--- src/hw/rtl/sdm_pkg.sv ---
// Shared types, codes and segment tables for the status display mode controller.
// No dependencies; used by every module of the block.
package sdm_pkg;

  localparam int unsigned FAULT_COUNT = 32;   // faults 1..FAULT_COUNT take part in the scan
  localparam int unsigned FAULT_BITS  = 32;

  // display modes
  localparam logic [1:0] MODE_BATT  = 2'd0;
  localparam logic [1:0] MODE_FAULT = 2'd1;
  localparam logic [1:0] MODE_HOST  = 2'd2;

  // word kinds
  localparam logic OP_TICK = 1'b0;
  localparam logic OP_CMD  = 1'b1;

  localparam logic [7:0] SEG_BLANK  = 8'hFF;
  localparam logic [6:0] LEVEL_FULL = 7'd100;
  localparam logic [3:0] BAR_FULL   = 4'd8;
  localparam logic [3:0] HEX_E      = 4'hE;

  typedef struct packed {
    logic        op;
    logic [7:0]  battery_level;
    logic        charging;
    logic        system_running;
    logic [31:0] fault_flags;
    logic        cmd_mode;
    logic [7:0]  cmd_hundred;
    logic [7:0]  cmd_ten;
    logic [7:0]  cmd_single;
  } sdm_item_t;

  typedef struct packed {
    logic [3:0][7:0] frame;     // [0] leftmost digit, [3] bar
    logic            percent;
    logic [1:0]      mode;
    logic [1:0]      saved;
    logic [5:0]      cursor;
    logic [3:0]      bar_step;
    logic [2:0][7:0] host;      // [0] hundreds
  } sdm_state_t;

  typedef struct packed {
    logic [3:0][7:0] frame;
    logic            percent;
    logic [1:0]      shown;
  } sdm_result_t;

  // fault scan status
  typedef struct packed {
    logic       any;    // some fault in 1..FAULT_COUNT active
    logic       hit;    // some fault at or after the cursor
    logic [5:0] num;    // first such fault number
    logic       more;   // another one after it
  } sdm_scan_t;

  localparam sdm_state_t STATE_RESET = '{
    frame:    {8'h00, 8'h80, 8'h80, 8'h80},
    percent:  1'b1,
    mode:     MODE_BATT,
    saved:    MODE_BATT,
    cursor:   6'd1,
    bar_step: 4'd0,
    host:     '0
  };

  function automatic logic [7:0] seg_hex(input logic [3:0] d);
    logic [7:0] s;
    case (d)
      4'h0: s = 8'hC0;  4'h1: s = 8'hF9;  4'h2: s = 8'hA4;  4'h3: s = 8'hB0;
      4'h4: s = 8'h99;  4'h5: s = 8'h92;  4'h6: s = 8'h82;  4'h7: s = 8'hF8;
      4'h8: s = 8'h80;  4'h9: s = 8'h90;  4'hA: s = 8'h88;  4'hB: s = 8'h83;
      4'hC: s = 8'hC6;  4'hD: s = 8'hA1;  4'hE: s = 8'h86;  default: s = 8'h84;
    endcase
    return s;
  endfunction

  function automatic logic [7:0] seg_bar(input logic [3:0] n);
    logic [7:0] s;
    case (n)
      4'd0: s = 8'hFF;  4'd1: s = 8'h7F;  4'd2: s = 8'h3F;  4'd3: s = 8'h1F;
      4'd4: s = 8'h0F;  4'd5: s = 8'h07;  4'd6: s = 8'h03;  4'd7: s = 8'h01;
      default: s = 8'h00;
    endcase
    return s;
  endfunction

  // v / 10 for v <= 100 by reciprocal multiply (205 / 2048)
  function automatic logic [3:0] div10(input logic [6:0] v);
    logic [14:0] p;
    p = {8'b0, v} * 15'd205;
    return p[14:11];
  endfunction

endpackage

--- src/hw/rtl/sdm_fault_scan.sv ---
// Find-first encoder over the fault bitmap, starting at the fault cursor.
// Depends on sdm_pkg.
module sdm_fault_scan #(
  parameter int unsigned FAULT_COUNT = sdm_pkg::FAULT_COUNT
) (
  input  logic [31:0]       flags_i,
  input  logic [5:0]        cursor_i,
  output sdm_pkg::sdm_scan_t scan_o
);

  logic [31:0] valid_mask;
  logic [31:0] from_mask;
  logic [31:0] masked;
  logic [5:0]  num;

  always_comb begin
    for (int j = 0; j < int'(sdm_pkg::FAULT_BITS); j++) begin
      valid_mask[j] = (j < int'(FAULT_COUNT));
      from_mask[j]  = (6'(j + 1) >= cursor_i);
    end
  end

  assign masked = flags_i & valid_mask & from_mask;

  // lowest set bit wins
  always_comb begin
    num = '0;
    for (int j = int'(sdm_pkg::FAULT_BITS) - 1; j >= 0; j--) begin
      if (masked[j]) num = 6'(j + 1);
    end
  end

  assign scan_o.any  = |(flags_i & valid_mask);
  assign scan_o.hit  = |masked;
  assign scan_o.num  = num;
  assign scan_o.more = |(masked & (masked - 32'd1));

endmodule

--- src/hw/rtl/sdm_frame.sv ---
// Next-state and frame logic for one word: battery frame, fault codes, host digits.
// Depends on sdm_pkg and sdm_fault_scan.
module sdm_frame #(
  parameter int unsigned FAULT_COUNT = sdm_pkg::FAULT_COUNT
) (
  input  sdm_pkg::sdm_item_t   item_i,
  input  sdm_pkg::sdm_state_t  state_i,
  output sdm_pkg::sdm_state_t  state_o,
  output sdm_pkg::sdm_result_t result_o
);

  sdm_pkg::sdm_scan_t scan;

  logic [6:0] level;
  logic [3:0] bars;
  logic [3:0] lvl_tens;
  logic [6:0] lvl_units;
  logic [4:0] bar_sum;
  logic [3:0] bar_idx;
  logic [3:0] step_nxt;
  logic [3:0] flt_tens;
  logic [6:0] flt_units;
  logic [3:0][7:0] batt;

  sdm_fault_scan #(
    .FAULT_COUNT (FAULT_COUNT)
  ) u_scan (
    .flags_i  (item_i.fault_flags),
    .cursor_i (state_i.cursor),
    .scan_o   (scan)
  );

  assign level = (item_i.battery_level > {1'b0, sdm_pkg::LEVEL_FULL}) ?
                 sdm_pkg::LEVEL_FULL : item_i.battery_level[6:0];

  always_comb begin
    if (level == 7'd0)       bars = 4'd0;
    else if (level <= 7'd12) bars = 4'd1;
    else if (level <= 7'd25) bars = 4'd2;
    else if (level <= 7'd37) bars = 4'd3;
    else if (level <= 7'd50) bars = 4'd4;
    else if (level <= 7'd62) bars = 4'd5;
    else if (level <= 7'd75) bars = 4'd6;
    else if (level <= 7'd87) bars = 4'd7;
    else                     bars = 4'd8;
  end

  assign lvl_tens  = sdm_pkg::div10(level);
  assign lvl_units = level - ({3'b0, lvl_tens} * 7'd10);

  // charging animation; index saturates at a full bar
  assign bar_sum = {1'b0, bars} + {1'b0, state_i.bar_step};
  always_comb begin
    if (item_i.charging) begin
      if (bar_sum >= 5'd8) begin
        bar_idx  = sdm_pkg::BAR_FULL;
        step_nxt = 4'd0;
      end else begin
        bar_idx  = bar_sum[3:0];
        step_nxt = state_i.bar_step + 4'd1;
      end
    end else begin
      bar_idx  = bars;
      step_nxt = 4'd0;
    end
  end

  assign batt[0] = (level == sdm_pkg::LEVEL_FULL) ? sdm_pkg::seg_hex(4'd1) : sdm_pkg::SEG_BLANK;
  assign batt[1] = sdm_pkg::seg_hex((lvl_tens == 4'd10) ? 4'd0 : lvl_tens);
  assign batt[2] = sdm_pkg::seg_hex(lvl_units[3:0]);
  assign batt[3] = sdm_pkg::seg_bar(bar_idx);

  assign flt_tens  = sdm_pkg::div10({1'b0, scan.num});
  assign flt_units = {1'b0, scan.num} - ({3'b0, flt_tens} * 7'd10);

  always_comb begin
    state_o  = state_i;
    result_o = '0;
    if (item_i.op == sdm_pkg::OP_CMD) begin
      state_o.host = {item_i.cmd_single, item_i.cmd_ten, item_i.cmd_hundred};
      if (item_i.cmd_mode) begin
        if (state_i.mode != sdm_pkg::MODE_HOST) begin
          state_o.saved = state_i.mode;
          state_o.mode  = sdm_pkg::MODE_HOST;
        end
      end else if (state_i.mode == sdm_pkg::MODE_HOST) begin
        state_o.mode = state_i.saved;
      end
    end else begin
      state_o.bar_step = step_nxt;
      state_o.frame[3] = batt[3];
      unique case (state_i.mode)
        sdm_pkg::MODE_BATT: begin
          state_o.frame   = batt;
          state_o.percent = 1'b1;
          if (item_i.system_running) begin
            state_o.cursor = 6'd1;
            state_o.mode   = scan.any ? sdm_pkg::MODE_FAULT : sdm_pkg::MODE_BATT;
          end
        end
        sdm_pkg::MODE_FAULT: begin
          if (!scan.hit) begin
            state_o.cursor = 6'd1;
            state_o.mode   = sdm_pkg::MODE_BATT;
          end else begin
            state_o.frame[0] = sdm_pkg::seg_hex(sdm_pkg::HEX_E);
            state_o.frame[1] = sdm_pkg::seg_hex(flt_tens);
            state_o.frame[2] = sdm_pkg::seg_hex(flt_units[3:0]);
            state_o.percent  = 1'b0;
            if (scan.more) begin
              state_o.cursor = scan.num + 6'd1;
            end else begin
              state_o.cursor = 6'd1;
              state_o.mode   = sdm_pkg::MODE_BATT;
            end
          end
        end
        sdm_pkg::MODE_HOST: begin
          state_o.percent = 1'b0;
          for (int k = 0; k < 3; k++) begin
            if (state_i.host[k] == sdm_pkg::SEG_BLANK) begin
              state_o.frame[k] = sdm_pkg::SEG_BLANK;
            end else if (state_i.host[k] <= 8'd15) begin
              state_o.frame[k] = sdm_pkg::seg_hex(state_i.host[k][3:0]);
            end
          end
        end
        default: ;
      endcase
      result_o.frame   = state_o.frame;
      result_o.percent = state_o.percent;
      result_o.shown   = state_i.mode;
    end
  end

endmodule

--- src/hw/rtl/status_display_mode_controller_core.sv ---
// Top level of the status display mode controller: input register, display state,
// result register. Depends on sdm_pkg and sdm_frame.
//
// Each word on the slave stream is either an update tick (tuser = 0) or a host
// display command (tuser = 1). A tick produces exactly one frame word on the master
// stream: three active-low digit bytes, the battery bar byte, the percent flag, and in
// tuser the mode that was in force when the tick began. A command produces no word;
// it only latches the host digits and enters or leaves host mode. A word accepted
// into the input register sits there while the frame logic works on it, and a tick's
// result is loaded into the result register as the word leaves the input register.
// Throughput is one word per cycle; the
// only limit is the result register, so ticks stall only while a result waits on
// m_axis_tready, while commands pass through even then. The display state updates
// in word order as each word leaves the input register. No clearing pass is needed
// after reset.
module status_display_mode_controller_core #(
  parameter int unsigned FAULT_COUNT = sdm_pkg::FAULT_COUNT  // faults 1..FAULT_COUNT scanned
) (
  input  logic        clk_i,
  input  logic        rst_ni,
  input  logic        s_axis_tvalid,
  output logic        s_axis_tready,
  // [7:0] battery_level, [8] charging, [9] system_running, [41:10] fault_flags,
  // [42] cmd_mode, [50:43] cmd_hundred, [58:51] cmd_ten, [66:59] cmd_single, rest 0
  input  logic [71:0] s_axis_tdata,
  // [0] op
  input  logic [0:0]  s_axis_tuser,
  output logic        m_axis_tvalid,
  input  logic        m_axis_tready,
  // [7:0] seg_digit0, [15:8] seg_digit1, [23:16] seg_digit2, [31:24] seg_bar,
  // [32] percent_sign_on, rest 0
  output logic [39:0] m_axis_tdata,
  // [1:0] shown_mode
  output logic [1:0]  m_axis_tuser
);

  sdm_pkg::sdm_item_t   item_q;
  logic                 in_vld_q;
  sdm_pkg::sdm_state_t  state_q, state_d;
  sdm_pkg::sdm_result_t res_d, res_q;
  logic                 out_vld_q;
  logic                 advance;
  logic                 in_take;

  // a command never needs the result slot; a tick needs it free or draining
  assign advance = in_vld_q &&
                   ((item_q.op == sdm_pkg::OP_CMD) || !out_vld_q || m_axis_tready);
  assign s_axis_tready = !in_vld_q || advance;
  assign in_take       = s_axis_tvalid && s_axis_tready;

  // input register: control
  always_ff @(posedge clk_i or negedge rst_ni) begin
    if (!rst_ni) begin
      in_vld_q <= 1'b0;
    end else if (in_take) begin
      in_vld_q <= 1'b1;
    end else if (advance) begin
      in_vld_q <= 1'b0;
    end
  end

  // input register: payload
  always_ff @(posedge clk_i) begin
    if (in_take) begin
      item_q.op             <= s_axis_tuser[0];
      item_q.battery_level  <= s_axis_tdata[7:0];
      item_q.charging       <= s_axis_tdata[8];
      item_q.system_running <= s_axis_tdata[9];
      item_q.fault_flags    <= s_axis_tdata[41:10];
      item_q.cmd_mode       <= s_axis_tdata[42];
      item_q.cmd_hundred    <= s_axis_tdata[50:43];
      item_q.cmd_ten        <= s_axis_tdata[58:51];
      item_q.cmd_single     <= s_axis_tdata[66:59];
    end
  end

  sdm_frame #(
    .FAULT_COUNT (FAULT_COUNT)
  ) u_frame (
    .item_i   (item_q),
    .state_i  (state_q),
    .state_o  (state_d),
    .result_o (res_d)
  );

  // display state moves once per word leaving the input register
  always_ff @(posedge clk_i or negedge rst_ni) begin
    if (!rst_ni) begin
      state_q <= sdm_pkg::STATE_RESET;
    end else if (advance) begin
      state_q <= state_d;
    end
  end

  // result register
  always_ff @(posedge clk_i or negedge rst_ni) begin
    if (!rst_ni) begin
      out_vld_q <= 1'b0;
    end else if (advance && (item_q.op == sdm_pkg::OP_TICK)) begin
      out_vld_q <= 1'b1;
    end else if (m_axis_tready) begin
      out_vld_q <= 1'b0;
    end
  end

  always_ff @(posedge clk_i) begin
    if (advance && (item_q.op == sdm_pkg::OP_TICK)) begin
      res_q <= res_d;
    end
  end

  assign m_axis_tvalid = out_vld_q;
  assign m_axis_tdata  = {7'b0, res_q.percent, res_q.frame[3], res_q.frame[2],
                          res_q.frame[1], res_q.frame[0]};
  assign m_axis_tuser  = res_q.shown;

endmodule

--- config.mk ---
export PLATFORM = sky130hd
export DESIGN_NAME = status_display_mode_controller_core
export DESIGN_NICKNAME = d
export VERILOG_FILES = /design/src/hw/rtl/sdm_pkg.sv /design/src/hw/rtl/sdm_fault_scan.sv /design/src/hw/rtl/sdm_frame.sv /design/src/hw/rtl/status_display_mode_controller_core.sv
export SDC_FILE = /design/constraint.sdc
export NUM_CORES = 1
export LEC_CHECK = 0
export BUFFER_PORTS_ARGS = -buffer_cell sky130_fd_sc_hd__buf_2
export CAP_MARGIN = 20
export CORE_MARGIN = 3
export CORE_UTILIZATION = 30
export CTS_CLUSTER_SIZE = 24
export DETAILED_ROUTE_END_ITERATION = 16
export GPL_TIMING_DRIVEN = 0
export SLEW_MARGIN = 30
export SYNTH_ARGS = -nofsm -noshare
export SYNTH_HDL_FRONTEND = slang
export SYNTH_SLANG_ARGS = --single-unit
--- constraint.sdc ---
create_clock -name clk_i -period 15.56 [get_ports clk_i]
set_clock_uncertainty 0.05 [all_clocks]
set_input_delay 3.112 -clock clk_i [delete_from_list [all_inputs] [get_ports clk_i]]
set_output_delay 3.112 -clock clk_i [all_outputs]
set_load 0.01 [all_outputs]
## Word-level counts from Yosys, hierarchy flattened

Memories as Yosys holds them, arrays and structs flattened. A register that Yosys moved wholly into a read port is not among the register bits.
Cells that the tools add are included.

| word-level totals | value |
|---|---|
| flip-flop bits (word level) | 168 |
| latch bits | 0 |
| bits in writable memories | 0 |
| memory bits (read-only) | 840 |
| bits of input ports | 77 |
| output and inout port bits | 44 |
| logic and storage cells | 201 |
| memories | 8 |

| operators by class | value |
|---|---|
| add/sub/neg operators | 6 |
| $mul | 4 |
| divide/modulo/power cells | 0 |
| $lt $le $gt $ge | 44 |
| equality and inequality tests | 13 |
| shift operators | 0 |
| multiplexer cells | 72 |
| bitwise logic cells | 3 |
| reductions and logical operators | 23 |

Memory list:

| name | words | width | rd ports | clocked after memory_dff | write ports | line | RTL |
|---|---|---|---|---|---|---|---|
| (name not given) | 16 | 7 | 1 | 0 | 0 | sdm_pkg.sv:70 | `case (d)` |
| (name not given) | 16 | 7 | 1 | 0 | 0 | sdm_pkg.sv:70 |  |
| (name not given) | 16 | 7 | 1 | 0 | 0 | sdm_pkg.sv:70 |  |
| (name not given) | 16 | 7 | 1 | 0 | 0 | sdm_pkg.sv:70 |  |
| (name not given) | 16 | 7 | 1 | 0 | 0 | sdm_pkg.sv:70 |  |
| (name not given) | 16 | 7 | 1 | 0 | 0 | sdm_pkg.sv:70 |  |
| +2 memories | n/a | n/a | n/a | n/a | n/a | n/a |  |

Operators by type and width:

| cell | count |
|---|---|
| 6-bit 2-to-1 mux | 35 |
| 5-bit by 6-bit greater-or-equal comparator with 1-bit output, first input constant | 16 |
| 32-bit OR reduction | 3 |
| 25-bit case mux with 3 select lines | 1 |
| 32-bit AND | 2 |
| 4-bit 2-to-1 mux | 14 |
| 4-bit by 6-bit greater-or-equal comparator with 1-bit output, first input constant | 8 |
| 8-bit 2-to-1 mux | 6 |
| 32-bit by 1-bit subtractor with 32-bit output, second input constant | 1 |
| 25-bit 2-to-1 mux | 1 |
| 8-bit equality test, second input constant | 3 |
| 3-bit by 6-bit greater-or-equal comparator with 1-bit output, first input constant | 4 |
| 8-bit by 4-bit <= comparator with 1-bit output, second input constant | 3 |
| 7-bit by 6-bit <= comparator with 1-bit output, second input constant | 3 |
| 7-bit by 8-bit multiplier with 15-bit output, second input constant | 1 |
| 7-bit <= comparator, second input constant | 2 |
| 6-bit by 8-bit multiplier with 14-bit output, second input constant | 1 |
| 2-bit by 6-bit greater-or-equal comparator with 1-bit output, first input constant | 2 |
| 2-bit 2-to-1 mux | 6 |
| 6-bit case mux with 2 select lines | 1 |
| 8-bit by 7-bit greater-than comparator with 1-bit output, second input constant | 1 |
| 4-bit AND reduction | 2 |
| 4-bit subtractor | 2 |
| 7-bit equality test, second input constant | 1 |
| other kinds (32) | 46 |

## Logic depth before layout (Yosys ltp)

An unclocked memory read counts as a cell.

| logic depth | value |
|---|---|
| depth in word-level cells | 40 |
| depth in mapped cells | 34 |
| gate-level depth less buffers | 32 |

## Modules after synthesis

A second synthesis with hierarchy kept.

| unflattened totals | value |
|---|---|
| cell total of the unflattened synthesis | 1673 |
| area, all modules | 15154.5 um^2 |

Modules (own cells, without submodules):

| module | times used | cells each | area each (um^2) | seq. area each (um^2) |
|---|---|---|---|---|
| status_display_mode_controller_core | 1 | 524 | 7543.5 | 4926.0 |
| sdm_frame | 1 | 902 | 6112.1 | 0.0 |
| sdm_fault_scan | 1 | 247 | 1498.9 | 0.0 |

## Worst setup path after synthesis

No wires, ideal clock.

| path | value |
|---|---|
| path type | reg-to-reg |
| start | reg state_q[28] in the netlist's numbering |
| end | reg res_q (netlist bit m_axis_tdata[20]) (data pin) |
| library setup time | 0.270 ns |
| arrival time | 7.054 ns |
| data required time | 15.240 ns |
| setup slack | 8.186 ns |
| stages on the path, launching flop included | 31 |
| buffers on the path | 2 |
| period minus slack after synthesis | 7.374 ns |
| path through | dfstp_2 buf_4 buf_4 inv_1 or3_1 a211oi_2 nor2_2 nor3b_2 o31a_1 inv_1 ha_1 fa_1 inv_1 fa_1 ha_1 a21o_1 a21o_1 a211oi_1 o31ai_4 xnor2_1 inv_1 ha_1 inv_1 fa_1 xor2_1 xnor2_4 xnor2_4 xnor2_4 mux2_4 a211oi_1 o32ai_1 |

| between the ends | value |
|---|---|
| word-level cells in the longest chain between the ends | 40 |
| elaborated cells between the ends (all ways) | 72 |
| classes of those cells | 1 x add/sub; 2 x mul; 32 x order compare; 34 x mux; 1 x bitwise; 1 x reduce/logical; 1 x memory |

RTL lines:

| what | line | RTL |
|---|---|---|
| start, declared | status_display_mode_controller_core.sv:39 | `sdm_pkg::sdm_state_t state_q, state_d;` |
| start signal, assigned | status_display_mode_controller_core.sv:89 | `state_q <= sdm_pkg::STATE_RESET;` |
| start signal, assigned | status_display_mode_controller_core.sv:91 | `state_q <= state_d;` |
| 6-bit greater-or-equal comparator | sdm_fault_scan.sv:19 | `from_mask[j] = (6'(j + 1) >= cursor_i);` |
| 32-bit AND (*) | sdm_fault_scan.sv:23 | `assign masked = flags_i & valid_mask & from_mask;` |
| 6-bit 2-to-1 mux (32 in a row) | sdm_fault_scan.sv:29 | `if (masked[j]) num = 6'(j + 1);` |
| 6-bit by 8-bit multiplier with 14-bit output | sdm_pkg.sv:92 | `p = {8'b0, v} * 15'd205;` |
| 3-bit by 3-bit multiplier with 3-bit output | sdm_frame.sv:74 | `assign flt_units = {1'b0, scan.num} - ({3'b0, flt_tens} * 7'd10);` |
| 4-bit subtractor | sdm_frame.sv:74 |  |
| memory read 16 x 7 bit | n/a |  |
| 25-bit 2-to-1 mux (*) | sdm_frame.sv:102 | `if (!scan.hit) begin` |
| 25-bit case mux with 3 select lines (*) | sdm_frame.sv:92 | `unique case (state_i.mode)` |
| end signal, assigned | status_display_mode_controller_core.sv:108 | `res_q <= res_d;` |
| end, declared | status_display_mode_controller_core.sv:40 | `sdm_pkg::sdm_result_t res_d, res_q;` |

Every way passes the cells marked *; elsewhere a longest branch is shown, timed or not.
A chain may end at the register's enable or synchronous reset.

## Worst setup path in the final report

| path | value |
|---|---|
| start | reg state_q[33] in the netlist's numbering |
| end | reg res_q (netlist bit m_axis_tdata[16]) (data pin) |

Same word-level chain as after synthesis.

==> metrics.cfg <==
[grt]
met2_usage_pct = 26.8
track_usage_pct = 17.0
grt_max_degree = 36
grt_overflow = 0
use_met1_pct = 23.1
grt.busiest_layer = met2
grt_pass1_vias = 10700
grt_antenna_before_repair = 1
grt_pass1_wl_um = 59800
met3_usage_pct = 3.83

[timing]
final.setup.worst_slack_ns = 6.62
fin_crit_ns = 8.94
drv_slew = 0
max_freq_mhz = 112
tightest_slew_ns = 0.836
setup-violations-final = 0
whs_ns = 0.408
min_period_over_period_pct = 57.4
relSlewSlack_pct = 42.8
rsz0062_at_grt = false
setup_tns_ns = 0
hold_viol = 0

[synthesis]
synth_seq_cells = 168
syn_area_um2 = 12900
netlist_instances = 1347
avgSynthCellArea_um2 = 9.61
dominantRegCellSynth = edfxtp_1
synthDistinctLibCells = 112
ys_warn_count = 0
async_flop_share_pct = 38.7
synth_edf_count = 103
yosysSeqAreaShare_pct = 36.5

[worst_setup_path]
r2r_end = m_axis_tdata[16]$_SDFFCE_PP0P_
setup.worst_path.end = m_axis_tdata[16]$_SDFFCE_PP0P_
crit_path_max_fanout = 10
timing.rr.start = state_q[33]$_DFFE_PN0P_
rrSetupSlack_ns = 6.62
cp_data_required_time_ns = 15.76
slowest_stage = xnor2_1
reg2reg_depth = 33
max_stage_delay_ns = 0.48
path_common_cell = inv_1
worstSetupPathType = flip-flop to flip-flop
cp.arrival_ns = 9.14
crit_path_end_kind = flip-flop
critPathLaunch = state_q[33]$_DFFE_PN0P_
cp-start-kind = flip-flop

[place]
portBuffers = 108
placed_cell_area_um2 = 14400
pre_cts_slack_ns = 6.86
dp_cells = 2043
hpwlAfterDp_um = 29400
place.gp.congestion = 0.928

[job]
maxCapViolCount = 0

[clocking]
clkTransAtPathRegs_ns = 0.08
post_cts.repair.setup_buffers = 0
hold_buffers = 0
worst_skew_pair.late_latency_ns = 0.49
clock_sinks = 168
htree_levels = 4
cts_tree = built
post_cts_resized = 0
cts_buffers = 17
clock-root-buffer = clkbuf_16
clockBufferDepth = 2

[drt]
drtAntennaViolNets = 0
firstDrtPassIters = 5
vias = 10900
drt_iter0_markers = 832
route.detailed.drc = 0
wl_per_cell_um = 18.4
drt_wl_total_um = 38300
via_per_inst = 5.26

[final_layout]
finish.instance_area_um2 = 15000
stdcell_count = 2075
antenna_cells = 0
drive_above_1_share_pct = 17.3
finalNetCount = 1695
final_util_pct = 35.4
synthToLayoutAreaGrowth_pct = 15.6

[pwr]
leakage_nw = 6.31
powerDensity_nw_per_um2 = 153
vdd_drop_max_mv = 0.0991
power_mw = 2.29

[floorplan]
die-height_um = 214
dieArea_um2 = 45700
initial_utilization_pct = 30.6
die_x_um = 214
num_rows = 75
core_um2 = 42300
io_pins = 121

[outcome]
status = completed

[hold_path]
hp-class = flip-flop to flip-flop

## cells in the mapped netlist (21+ instances only)
master    count  area share [%]
o211ai_1     25             1.4
a21oi_1      63             2.4
nand2_1     133             3.9
ha_1        116              11
nor2_1       99             2.9
nor3_1       21            0.81
o21ai_0      86             3.3
edfxtp_1    103              24
clkbuf_1     39             1.1
nand2b_1     21             1.0
inv_1        92             2.7
dfrtp_1      60              12
nand3_1      34             1.3
nor2b_1      21             1.0
## cells in the final DEF, fill, tap and decap left out, drive strengths merged, types with 13 or more instances in the layout
master,count
nor2b,21
mux2,22
o31ai,13
o21ai,93
nand3,35
a211oi,26
and3,16
mux2i,17
nor2,101
edfxtp,103
a21oi,64
nand2b,21
fa,17
nand2,135
o22ai,15
clkbuf,57
dfrtp,60
o211ai,27
inv,102
ha,116
buf,145
nor3,22
a21o,16
## per-layer routing
metal / part of all wire (%) / vias to the layer above
met2: 46 / 311
li1: - / 5234
met5: 0 / -
met1: 47 / 5304
met4: 2.5 / 0
met3: 5.1 / 59
## flip-flops by register name (all words and copies together), names as in the netlist
| register | cells |
|---|---|
| item_q | 68 |
| in_vld_q | 1 |
| m_axis_tuser | 2 |
| m_axis_tdata | 33 |
| m_axis_tvalid | 1 |
| state_q | 63 |
## layout make-up
| cell class | count | area (µm²) |
|---|---|---|
| Fill cell | 4369 | 27300 |
| Tap cell | 577 | 722 |
| Clock inverter | 14 | 146 |
| Timing Repair Buffer | 113 | 666 |
| Sequential cell | 168 | 4730 |
| Multi-Input combinational cell | 1019 | 7510 |
| Clock buffer | 18 | 450 |
| Inverter | 95 | 357 |
| Buffer | 71 | 393 |
## critical path: cells and delay by family (launching register included)
kind            cells  cell delay, ns
buf+inv             6            0.84
xor+xnor            5            1.50
compound gates     15            3.66
fa+ha+maj           6            1.79
mux                 1            0.44
flops               1            0.44
## cell families (layout without fill, tap and decap cells)
kind of cell               after synthesis  count (layout)  share of synthesized area [%]
DFF                                    168             168                           36.5
other                                    1               7                         0.0290
and+or+nand+nor                        431             431                           16.7
buffers and inverters                  166             311                           5.76
adders and majority gates              135             135                           14.0
muxes                                   39              39                           3.29
xor gates and xnor gates                21              21                           2.16
AOI/OAI and AO/OA                      386             386                           21.6
## how the worst min path moves through the flow
stage | slack, ns | depth (start not counted) | end | startpoint
5_1_grt | 0.43 | 2 | state_q[16]$_DFFE_PN0P_ | item_q[0]$_DFFE_PP_
3_3_place_gp | 0.38 | 2 | state_q[16]$_DFFE_PN0P_ | item_q[0]$_DFFE_PP_
4_1_cts | 0.41 | 2 | state_q[16]$_DFFE_PN0P_ | item_q[0]$_DFFE_PP_
3_5_place_dp | 0.40 | 2 | state_q[17]$_DFFE_PN0P_ | item_q[1]$_DFFE_PP_
2_1_floorplan | 0.38 | 2 | state_q[0]$_DFFE_PN0P_ | item_q[16]$_DFFE_PP_
6_report | 0.41 | 2 | state_q[16]$_DFFE_PN0P_ | item_q[0]$_DFFE_PP_
## power breakdown
part / switching (mW) / total, mW / internal [mW]
Sequential: 0.0548 / 0.619 / 0.564
Clock: 0.222 / 0.445 / 0.223
Combinational: 0.760 / 1.23 / 0.470
(Power assumes the default switching activity.)
